--- src/rtl/core/sfd_pkg.sv ---
// ----------------------------------------------------------------------------
// sfd_pkg: shared constants and types for the serial frame deframer
// Sync and type codes, verdict codes, field widths and the CRC seed.
// ----------------------------------------------------------------------------
package sfd_pkg;

    // field widths
    localparam int BYTE_W    = 8;
    localparam int IDX_W     = 7;
    localparam int VERDICT_W = 3;
    localparam int LEN_W     = 16;
    localparam int CRC_W     = 16;

    // default payload limit
    localparam int MAX_PAYLOAD_DEF = 128;

    // frame byte codes
    localparam logic [BYTE_W-1:0] SYNC_BYTE = 8'h5A;
    localparam logic [BYTE_W-1:0] TYPE_DATA = 8'hA5;
    localparam logic [BYTE_W-1:0] TYPE_PING = 8'hA6;  // ping request, not parsed
    localparam logic [BYTE_W-1:0] TYPE_PONG = 8'hA7;

    // ping reply payload length
    localparam int PING_LEN = 8;

    // CRC-16/XMODEM
    localparam logic [CRC_W-1:0] CRC_POLY = 16'h1021;
    localparam logic [CRC_W-1:0] CRC_MSB  = 16'h8000;

    // frame kinds
    localparam logic KIND_DATA = 1'b0;
    localparam logic KIND_PING = 1'b1;

    // verdict codes
    typedef logic [VERDICT_W-1:0] t_verdict;
    localparam t_verdict VERD_BUSY     = 3'd0;
    localparam t_verdict VERD_CRC_GOOD = 3'd1;
    localparam t_verdict VERD_CRC_BAD  = 3'd2;
    localparam t_verdict VERD_ABORT    = 3'd3;
    localparam t_verdict VERD_PING     = 3'd4;

    // one byte of CRC update, MSB first
    function automatic logic [CRC_W-1:0] crc_upd(input logic [CRC_W-1:0] crc,
                                                 input logic [BYTE_W-1:0] b);
        logic [CRC_W-1:0] r;
        r = crc ^ {b, {(CRC_W-BYTE_W){1'b0}}};
        for (int i = 0; i < BYTE_W; i++) begin
            if ((r & CRC_MSB) != '0) begin
                r = (r << 1) ^ CRC_POLY;
            end else begin
                r = r << 1;
            end
        end
        return r;
    endfunction

    // CRC over the sync and data type bytes, start of every data frame
    localparam logic [CRC_W-1:0] CRC_SEED = crc_upd(crc_upd('0, SYNC_BYTE), TYPE_DATA);

endpackage

--- src/rtl/core/sfd_in_if.sv ---
// ----------------------------------------------------------------------------
// sfd_in_if: received byte channel
// Valid/ready channel carrying one byte from the serial receiver.
// ----------------------------------------------------------------------------
interface sfd_in_if;
    logic                        valid;
    logic                        ready;
    logic [sfd_pkg::BYTE_W-1:0]  rx_byte;

    modport source (output valid, output rx_byte, input ready);
    modport sink   (input valid, input rx_byte, output ready);
endinterface

--- src/rtl/core/sfd_out_if.sv ---
// ----------------------------------------------------------------------------
// sfd_out_if: payload result channel
// Valid/ready channel carrying one forwarded payload byte and its status.
// ----------------------------------------------------------------------------
interface sfd_out_if;
    logic                          valid;
    logic                          ready;
    logic [sfd_pkg::BYTE_W-1:0]    payload_byte;
    logic [sfd_pkg::IDX_W-1:0]     byte_index;
    logic                          frame_kind;
    logic                          end_of_frame;
    logic [sfd_pkg::VERDICT_W-1:0] verdict;

    modport source (output valid, output payload_byte, output byte_index,
                    output frame_kind, output end_of_frame, output verdict,
                    input ready);
    modport sink   (input valid, input payload_byte, input byte_index,
                    input frame_kind, input end_of_frame, input verdict,
                    output ready);
endinterface

--- src/rtl/core/sfd_crc_step.sv ---
// ----------------------------------------------------------------------------
// sfd_crc_step: byte-wide CRC-16/XMODEM update
// Combinational eight-bit step of the running check, MSB first.
// ----------------------------------------------------------------------------
module sfd_crc_step (
    input  logic [sfd_pkg::CRC_W-1:0]  i_crc,
    input  logic [sfd_pkg::BYTE_W-1:0] i_byte,
    output logic [sfd_pkg::CRC_W-1:0]  o_crc
);
    import sfd_pkg::*;

    logic [CRC_W-1:0] crc_mix;

    // fold the byte into the top, then shift out eight bits
    always_comb begin
        crc_mix = i_crc ^ {i_byte, {(CRC_W-BYTE_W){1'b0}}};
        for (int i = 0; i < BYTE_W; i++) begin
            if (crc_mix[CRC_W-1]) begin
                crc_mix = {crc_mix[CRC_W-2:0], 1'b0} ^ CRC_POLY;
            end else begin
                crc_mix = {crc_mix[CRC_W-2:0], 1'b0};
            end
        end
        o_crc = crc_mix;
    end

endmodule

--- src/rtl/core/serial_frame_deframer_crc16_core.sv ---
// A byte accepted into the input register is parsed from there; the parser loads its
// result into the result register that drives o_out.
// Throughput: one byte per cycle while no held result stalls; a byte sits in the input
// register, the parser and CRC step run on it combinationally and load the result register.
// Header bytes give no result; each payload byte gives one. A held result stalls every byte.
// Reset (synchronous, active low) returns to sync hunting and empties both registers.
// ----------------------------------------------------------------------------
// serial_frame_deframer_crc16_core: framed packet parser with CRC-16/XMODEM
// Hunts for sync, decodes type, length and check, forwards payload words
// with index, kind and end-of-frame verdict.
// ----------------------------------------------------------------------------
module serial_frame_deframer_crc16_core #(
    parameter int MAX_PAYLOAD = sfd_pkg::MAX_PAYLOAD_DEF
) (
    input  logic         i_clk,
    input  logic         i_rst_n,
    sfd_in_if.sink       i_in,
    sfd_out_if.source    o_out
);
    import sfd_pkg::*;

    localparam int CNT_W = $clog2(MAX_PAYLOAD + 1);

    // parse phases
    localparam logic [2:0] PH_IDLE   = 3'd0;
    localparam logic [2:0] PH_TYPE   = 3'd1;
    localparam logic [2:0] PH_LEN_LO = 3'd2;
    localparam logic [2:0] PH_LEN_HI = 3'd3;
    localparam logic [2:0] PH_CRC_LO = 3'd4;
    localparam logic [2:0] PH_CRC_HI = 3'd5;
    localparam logic [2:0] PH_DATA   = 3'd6;

    localparam logic [CNT_W-1:0] CNT_MAX  = CNT_W'(MAX_PAYLOAD);
    localparam logic [CNT_W-1:0] CNT_PING = CNT_W'(PING_LEN);

    // input register
    logic              r_in_vld;
    logic [BYTE_W-1:0] r_in_byte;

    // parser state
    logic [2:0]       r_phase,   n_phase;
    logic             r_kind,    n_kind;
    logic [LEN_W-1:0] r_exp_len, n_exp_len;
    logic [CRC_W-1:0] r_rx_crc,  n_rx_crc;
    logic [CRC_W-1:0] r_run_crc, n_run_crc;
    logic [CNT_W-1:0] r_count,   n_count;

    // result register
    logic              r_out_vld;
    logic [BYTE_W-1:0] r_out_byte,  n_out_byte;
    logic [IDX_W-1:0]  r_out_idx,   n_out_idx;
    logic              r_out_kind,  n_out_kind;
    logic              r_out_eof,   n_out_eof;
    t_verdict          r_out_verd,  n_out_verd;
    logic              n_out_load;

    logic             proc;
    logic [CRC_W-1:0] crc_in;
    logic [CRC_W-1:0] crc_out;
    logic [CNT_W-1:0] cnt_inc;
    logic [CNT_W+IDX_W-1:0] idx_ext;

    // a word moves out of the input register when the result slot is free or being emptied
    assign proc       = r_in_vld && (!r_out_vld || o_out.ready);
    assign i_in.ready = !r_in_vld || proc;

    // running check; data frames start from the sync/type seed
    assign crc_in = (r_phase == PH_LEN_LO) ? CRC_SEED : r_run_crc;

    sfd_crc_step u_crc (
        .i_crc  (crc_in),
        .i_byte (r_in_byte),
        .o_crc  (crc_out)
    );

    assign cnt_inc = r_count + CNT_W'(1);
    assign idx_ext = {{IDX_W{1'b0}}, r_count};

    // parser next state and result
    always_comb begin
        n_phase    = r_phase;
        n_kind     = r_kind;
        n_exp_len  = r_exp_len;
        n_rx_crc   = r_rx_crc;
        n_run_crc  = r_run_crc;
        n_count    = r_count;
        n_out_load = 1'b0;
        n_out_byte = r_in_byte;
        n_out_idx  = idx_ext[IDX_W-1:0];
        n_out_kind = r_kind;
        n_out_eof  = 1'b0;
        n_out_verd = VERD_BUSY;

        unique case (r_phase)
            PH_IDLE: begin
                if (r_in_byte == SYNC_BYTE) begin
                    n_phase = PH_TYPE;
                end
            end
            PH_TYPE: begin
                priority if (r_in_byte == TYPE_DATA) begin
                    n_kind  = KIND_DATA;
                    n_phase = PH_LEN_LO;
                end else if (r_in_byte == TYPE_PONG) begin
                    n_kind  = KIND_PING;
                    n_count = '0;
                    n_phase = PH_DATA;
                end else begin
                    n_phase = PH_IDLE;
                end
            end
            PH_LEN_LO: begin
                n_exp_len = {{(LEN_W-BYTE_W){1'b0}}, r_in_byte};
                n_run_crc = crc_out;
                n_phase   = PH_LEN_HI;
            end
            PH_LEN_HI: begin
                n_exp_len = {r_in_byte, r_exp_len[BYTE_W-1:0]};
                n_run_crc = crc_out;
                n_phase   = PH_CRC_LO;
            end
            PH_CRC_LO: begin
                n_rx_crc = {{(CRC_W-BYTE_W){1'b0}}, r_in_byte};
                n_phase  = PH_CRC_HI;
            end
            PH_CRC_HI: begin
                n_rx_crc = {r_in_byte, r_rx_crc[BYTE_W-1:0]};
                n_count  = '0;
                n_phase  = PH_DATA;
            end
            PH_DATA: begin
                n_out_load = 1'b1;
                n_count    = cnt_inc;
                if (r_kind == KIND_DATA) begin
                    n_run_crc = crc_out;
                end
                // end-of-frame checks, ping first, then limit, then length
                priority if (r_kind == KIND_PING && cnt_inc >= CNT_PING) begin
                    n_out_eof  = 1'b1;
                    n_out_verd = VERD_PING;
                    n_phase    = PH_IDLE;
                end else if (cnt_inc >= CNT_MAX) begin
                    n_out_eof  = 1'b1;
                    n_out_verd = VERD_ABORT;
                    n_phase    = PH_IDLE;
                end else if (r_kind == KIND_DATA && LEN_W'(cnt_inc) >= r_exp_len) begin
                    n_out_eof  = 1'b1;
                    n_out_verd = (crc_out == r_rx_crc) ? VERD_CRC_GOOD : VERD_CRC_BAD;
                    n_phase    = PH_IDLE;
                end else begin
                    n_out_eof  = 1'b0;
                end
            end
            default: begin
                n_phase = PH_IDLE;
            end
        endcase
    end

    // input register
    always_ff @(posedge i_clk) begin
        if (!i_rst_n) begin
            r_in_vld <= 1'b0;
        end else if (i_in.valid && i_in.ready) begin
            r_in_vld <= 1'b1;
        end else if (proc) begin
            r_in_vld <= 1'b0;
        end
        if (i_in.valid && i_in.ready) begin
            r_in_byte <= i_in.rx_byte;
        end
    end

    // parser state
    always_ff @(posedge i_clk) begin
        if (!i_rst_n) begin
            r_phase   <= PH_IDLE;
            r_kind    <= KIND_DATA;
            r_exp_len <= '0;
            r_rx_crc  <= '0;
            r_run_crc <= '0;
            r_count   <= '0;
        end else if (proc) begin
            r_phase   <= n_phase;
            r_kind    <= n_kind;
            r_exp_len <= n_exp_len;
            r_rx_crc  <= n_rx_crc;
            r_run_crc <= n_run_crc;
            r_count   <= n_count;
        end
    end

    // result register
    always_ff @(posedge i_clk) begin
        if (!i_rst_n) begin
            r_out_vld <= 1'b0;
        end else if (proc && n_out_load) begin
            r_out_vld <= 1'b1;
        end else if (o_out.ready) begin
            r_out_vld <= 1'b0;
        end
        if (proc && n_out_load) begin
            r_out_byte <= n_out_byte;
            r_out_idx  <= n_out_idx;
            r_out_kind <= n_out_kind;
            r_out_eof  <= n_out_eof;
            r_out_verd <= n_out_verd;
        end
    end

    assign o_out.valid        = r_out_vld;
    assign o_out.payload_byte = r_out_byte;
    assign o_out.byte_index   = r_out_idx;
    assign o_out.frame_kind   = r_out_kind;
    assign o_out.end_of_frame = r_out_eof;
    assign o_out.verdict      = r_out_verd;

endmodule

--- src/flat_wrapper.sv ---
// flat-port wrapper written by rule: the top's interface ports become plain ports
module serial_frame_deframer_crc16_core_flat import sfd_pkg::*;
#(
    parameter int MAX_PAYLOAD = sfd_pkg::MAX_PAYLOAD_DEF
)
  (i_clk, i_rst_n, i_in_valid, i_in_rx_byte, i_in_ready, o_out_valid, o_out_payload_byte, o_out_byte_index, o_out_frame_kind, o_out_end_of_frame, o_out_verdict, o_out_ready);
  sfd_in_if i_in_i ();
  sfd_out_if o_out_i ();
  input  logic i_clk;
  input  logic i_rst_n;
  input wire logic [$bits(i_in_i.valid)-1:0] i_in_valid;
  input wire logic [$bits(i_in_i.rx_byte)-1:0] i_in_rx_byte;
  output wire logic [$bits(i_in_i.ready)-1:0] i_in_ready;
  output wire logic [$bits(o_out_i.valid)-1:0] o_out_valid;
  output wire logic [$bits(o_out_i.payload_byte)-1:0] o_out_payload_byte;
  output wire logic [$bits(o_out_i.byte_index)-1:0] o_out_byte_index;
  output wire logic [$bits(o_out_i.frame_kind)-1:0] o_out_frame_kind;
  output wire logic [$bits(o_out_i.end_of_frame)-1:0] o_out_end_of_frame;
  output wire logic [$bits(o_out_i.verdict)-1:0] o_out_verdict;
  input wire logic [$bits(o_out_i.ready)-1:0] o_out_ready;
  assign i_in_i.valid = i_in_valid;
  assign i_in_i.rx_byte = i_in_rx_byte;
  assign i_in_ready = i_in_i.ready;
  assign o_out_valid = o_out_i.valid;
  assign o_out_payload_byte = o_out_i.payload_byte;
  assign o_out_byte_index = o_out_i.byte_index;
  assign o_out_frame_kind = o_out_i.frame_kind;
  assign o_out_end_of_frame = o_out_i.end_of_frame;
  assign o_out_verdict = o_out_i.verdict;
  assign o_out_i.ready = o_out_ready;
  serial_frame_deframer_crc16_core #(.MAX_PAYLOAD(MAX_PAYLOAD)) u_core (.i_clk(i_clk), .i_rst_n(i_rst_n), .i_in(i_in_i), .o_out(o_out_i));
endmodule
--- config.mk ---
export PLATFORM = sky130hd
export DESIGN_NAME = serial_frame_deframer_crc16_core_flat
export DESIGN_NICKNAME = d
export VERILOG_FILES = /design/src/rtl/core/sfd_pkg.sv /design/src/rtl/core/sfd_in_if.sv /design/src/rtl/core/sfd_out_if.sv /design/src/rtl/core/sfd_crc_step.sv /design/src/rtl/core/serial_frame_deframer_crc16_core.sv /design/src/flat_wrapper.sv
export SDC_FILE = /design/constraint.sdc
export NUM_CORES = 1
export LEC_CHECK = 0
export BUFFER_PORTS_ARGS = -buffer_cell sky130_fd_sc_hd__clkbuf_2
export CORE_UTILIZATION = 35
export CTS_BUF_LIST = sky130_fd_sc_hd__clkbuf_4 sky130_fd_sc_hd__clkbuf_8
export DETAILED_ROUTE_END_ITERATION = 12
export PLACE_DENSITY = 0.59
export SLEW_MARGIN = 40
export SYNTH_ARGS = -nofsm -noshare
export SYNTH_HDL_FRONTEND = slang
export SYNTH_SLANG_ARGS = --single-unit
--- constraint.sdc ---
create_clock -name i_clk -period 6.55 [get_ports i_clk]
set_clock_uncertainty 0.2 [all_clocks]
set_input_delay 0.9825 -clock i_clk [delete_from_list [all_inputs] [get_ports i_clk]]
set_output_delay 0.9825 -clock i_clk [all_outputs]
set_load 0.05 [all_outputs]
==> run metrics <==
routing usage on met2 0.251; total of flip-flops plus latches after synthesis 90; area share of xor/xnor cells in the synthesized design 0.135; commonest cells after routing, fill and taps aside sky130_fd_sc_hd__nand2_1, sky130_fd_sc_hd__dfxtp_1, sky130_fd_sc_hd__a21boi_0; overall power 1.04 mW; final core utilization 0.402; area fraction in compound gates after synthesis 0.156; mux cell area share after synthesis 0.0173; data required time at the worst endpoint approximately 6.5 ns; Remaining DRCs 0; buffer type at the clock tree root sky130_fd_sc_hd__clkbuf_8; setup TNS 0 ns; setup repair after global routing missed its margin false; leakage power figure 1.91 nW; Top-Level Pins 34; share of the yosys chip area belonging to registers 0.443; number of failing hold endpoints at the final stage 0; highest clock frequency the design can meet around 330 MHz; switching fraction of total power 0.233; fraction of layout instances using a drive strength above 1 0.131; leading cell type in the layout, fill and taps excluded sky130_fd_sc_hd__nand2_1; internal power component 800 uW; global-route track usage on met3 0.0296; overall track demand over capacity in global routing 0.159; drt first pass iters 4; combinational family with the most area after synthesis simple AND/OR/NAND/NOR gates; count of antenna-violating nets left after detailed routing 0; height of the chip between 100 and 150 um; hpwl dp slightly above 7000 um; Comb power frac 0.072; total power divided by cell area 202 mW/mm^2; first-pass GRT wire length 17200 um; total detailed-routing wirelength between 10000 and 15000 um; number of flops mapped to enable cells by yosys 28; Worst IR Drop VDD 0.0000970 V; number of buffers added to fix hold violations after cts 0; final-report max-slew violation count 0; routed vias/inst 5.14; met1 GRT Util 0.215; Crit path arrival time ~3 ns; synthesized area 0.00470 mm^2; number of global-route vias before repair ~3300; starting density of the core 0.366; number of design-rule violations left by the first detailed-router iteration between 300 and 400; Clock Sink Count 90; cell count after synthesis between 400 and 500; via count of the routed design 3518; result of the run completed; Clock Latency Late Sink 0.36 ns; Die X-Extent approximately 120 um; number of buffers inserted by port buffering 33; switching power of the nets 242 uW; clock period minus worst slack 3.08 ns; layout overhead on the synthesized area 9.81%; clock tree from TritonCTS built; Resized Gates After CTS 0; nets@finish 528; final RePlAce weighted congestion 0.817; dominant synthesized flop cell sky130_fd_sc_hd__dfxtp_1; cts bufs inserted 9; share of total power in the clock network 0.358; final period utilization 0.470; reg2reg setup slack around 3.5 ns; fillers between 1000 and 1500; antenna fix cells 0; maximum number of pins on one net before global-route repair 63; Critical Path End Type register; CTS Buffer Depth 2; die footprint 0.0139 mm^2; sequential cell area in the final layout about 0.0021 mm^2; sequential share of power 0.570; area used by multi-input combinational logic about 0.0024 mm^2; Max-slew headroom 0.561; area inside the core boundary 0.0128 mm^2; initial antenna violation count 0; basic-gate share of the synthesized area counting and, or, nand and nor cells 0.189; asr flop ratio synth 0; detail-routed net length per standard cell 15.2 um; share of synthesized cell area in full adder, half adder and majority cells 0.0213; type of origin of the critical path register; number of levels the H-tree was split into 3; layer with the highest usage met2; Post CTS Setup Buffer Count 0; Yosys cell types just under 60; number of nets produced by synthesis 513; synth warn 0; GR Overflow Total 0; setup violation total in the final timing report 0; worst-path fanout max 14; worst setup path category reg2reg; worst slew pin tran 0.649 ns; worst min-delay path category reg2reg; clock-pin slew on the worst setup and hold paths 0.09 ns; synthesized area per cell 9.52 um^2; Site Rows 41; Max Cap Violations 0
==> cell families after synthesis <==
logic type                 after synthesis
AOI/OAI and AO/OA                      106
xor gates and xnor gates                61
adders and majority gates                8
buffers and inverters                   41
DFF                                     90
muxes                                    8
and+or+nand+nor                        179
==> registers in the layout, summed over array words and instances, names as in the netlist, 3 cells and up <==
register	flops
u_core.n_out_byte	8
u_core.r_exp_len	16
u_core.r_phase	3
u_core.o_out.payload_byte	8
u_core.o_out.byte_index	7
u_core.o_out.verdict	3
u_core.r_rx_crc	16
u_core.r_run_crc	16
u_core.r_count	8
==> layout make-up <==
cell class,count,share of cell area
multi-input cells,362,0.475
flip-flops and latches,90,0.404
well taps,172,0.0417
repair buffers,35,0.0354
clock buffers,12,0.0284
clock inverters,4,0.00825
inverters,10,0.00728
==> critical path, cell delays in order, from the launching register on <==
cell,delay [ns]
sky130_fd_sc_hd__dfxtp_1,0.58
sky130_fd_sc_hd__or3b_4,0.54
sky130_fd_sc_hd__nand2_2,0.15
sky130_fd_sc_hd__xor2_4,0.11
sky130_fd_sc_hd__xnor2_1,0.51
sky130_fd_sc_hd__mux2i_1,0.28
sky130_fd_sc_hd__o2111ai_1,0.19
sky130_fd_sc_hd__o31a_1,0.27
==> power by group through the flow <==
| stage | Combinational, mW | Sequential [mW] | Clock (mW) |
|---|---|---|---|
| after floorplan | 0.0672 | 0.593 | 0 |
| after global placement | 0.0734 | 0.608 | 0 |
| after detailed placement | 0.0739 | 0.608 | 0 |
| after CTS | 0.0746 | 0.595 | 0.384 |
| after global routing | 0.0811 | 0.596 | 0.408 |
| final | 0.0747 | 0.594 | 0.373 |
==> metrics by stage <==
stage / std cells / setup WS [ns] / area [um^2] / hold slack [ns]
2_1_floorplan: 493 / 3.70 / 4700 / 0.221
3_3_place_gp: 669 / 3.41 / 4950 / 0.257
3_5_place_dp: 669 / 3.32 / 4960 / 0.265
4_1_cts: 685 / 3.39 / 5150 / 0.277
5_1_grt: 685 / 3.30 / 5160 / 0.289
6_report: 685 / 3.47 / 5160 / 0.276
==> metal layers <==
metal  part of all wire  wire [um]
met5                  0          0
met4              0.018        182
met3              0.037        389
met2               0.46       4830
met1               0.48       4990
==> synth_stat cells, drive strengths merged (2+ instances only) <==
cell type / instances / area [um^2]
nand2: 73 / 284
dfxtp: 62 / 1240
a21boi: 36 / 270
nand3: 30 / 155
xor2: 30 / 308
edfxtp: 28 / 841
o21ai: 27 / 135
xnor2: 27 / 236
nor2: 24 / 100
clkbuf: 21 / 78.8
nor2b: 14 / 87.6
a21oi: 13 / 65.1
buf: 10 / 60.1
inv: 9 / 33.8
o211a: 9 / 90.1
ha: 8 / 100
and2: 7 / 43.8
mux2i: 7 / 70.1
a22oi: 6 / 45.0
nor3: 5 / 25.0
or3: 5 / 31.3
xnor3: 4 / 90.1
and3: 3 / 18.8
nand4: 3 / 18.8
a31oi: 2 / 12.5
nand2b: 2 / 12.5
nand3b: 2 / 15.0
nor3b: 2 / 20.0
nor4: 2 / 12.5
o2111ai: 2 / 17.5
o22ai: 2 / 12.5
o31a: 2 / 17.5
or3b: 2 / 20.0
==> worst paths after layout <==
check | to | start | cells after the start
worst max register to register | u_core.o_out.verdict[1] | u_core.r_phase[1] | 7
worst min register to register | u_core.r_exp_len[14] | u_core.r_exp_len[14] | 2
worst max-delay path | u_core.o_out.verdict[1] | u_core.r_phase[1] | 7
worst min-delay path | u_core.r_exp_len[14] | u_core.r_exp_len[14] | 2
(Power assumes the default switching activity.)
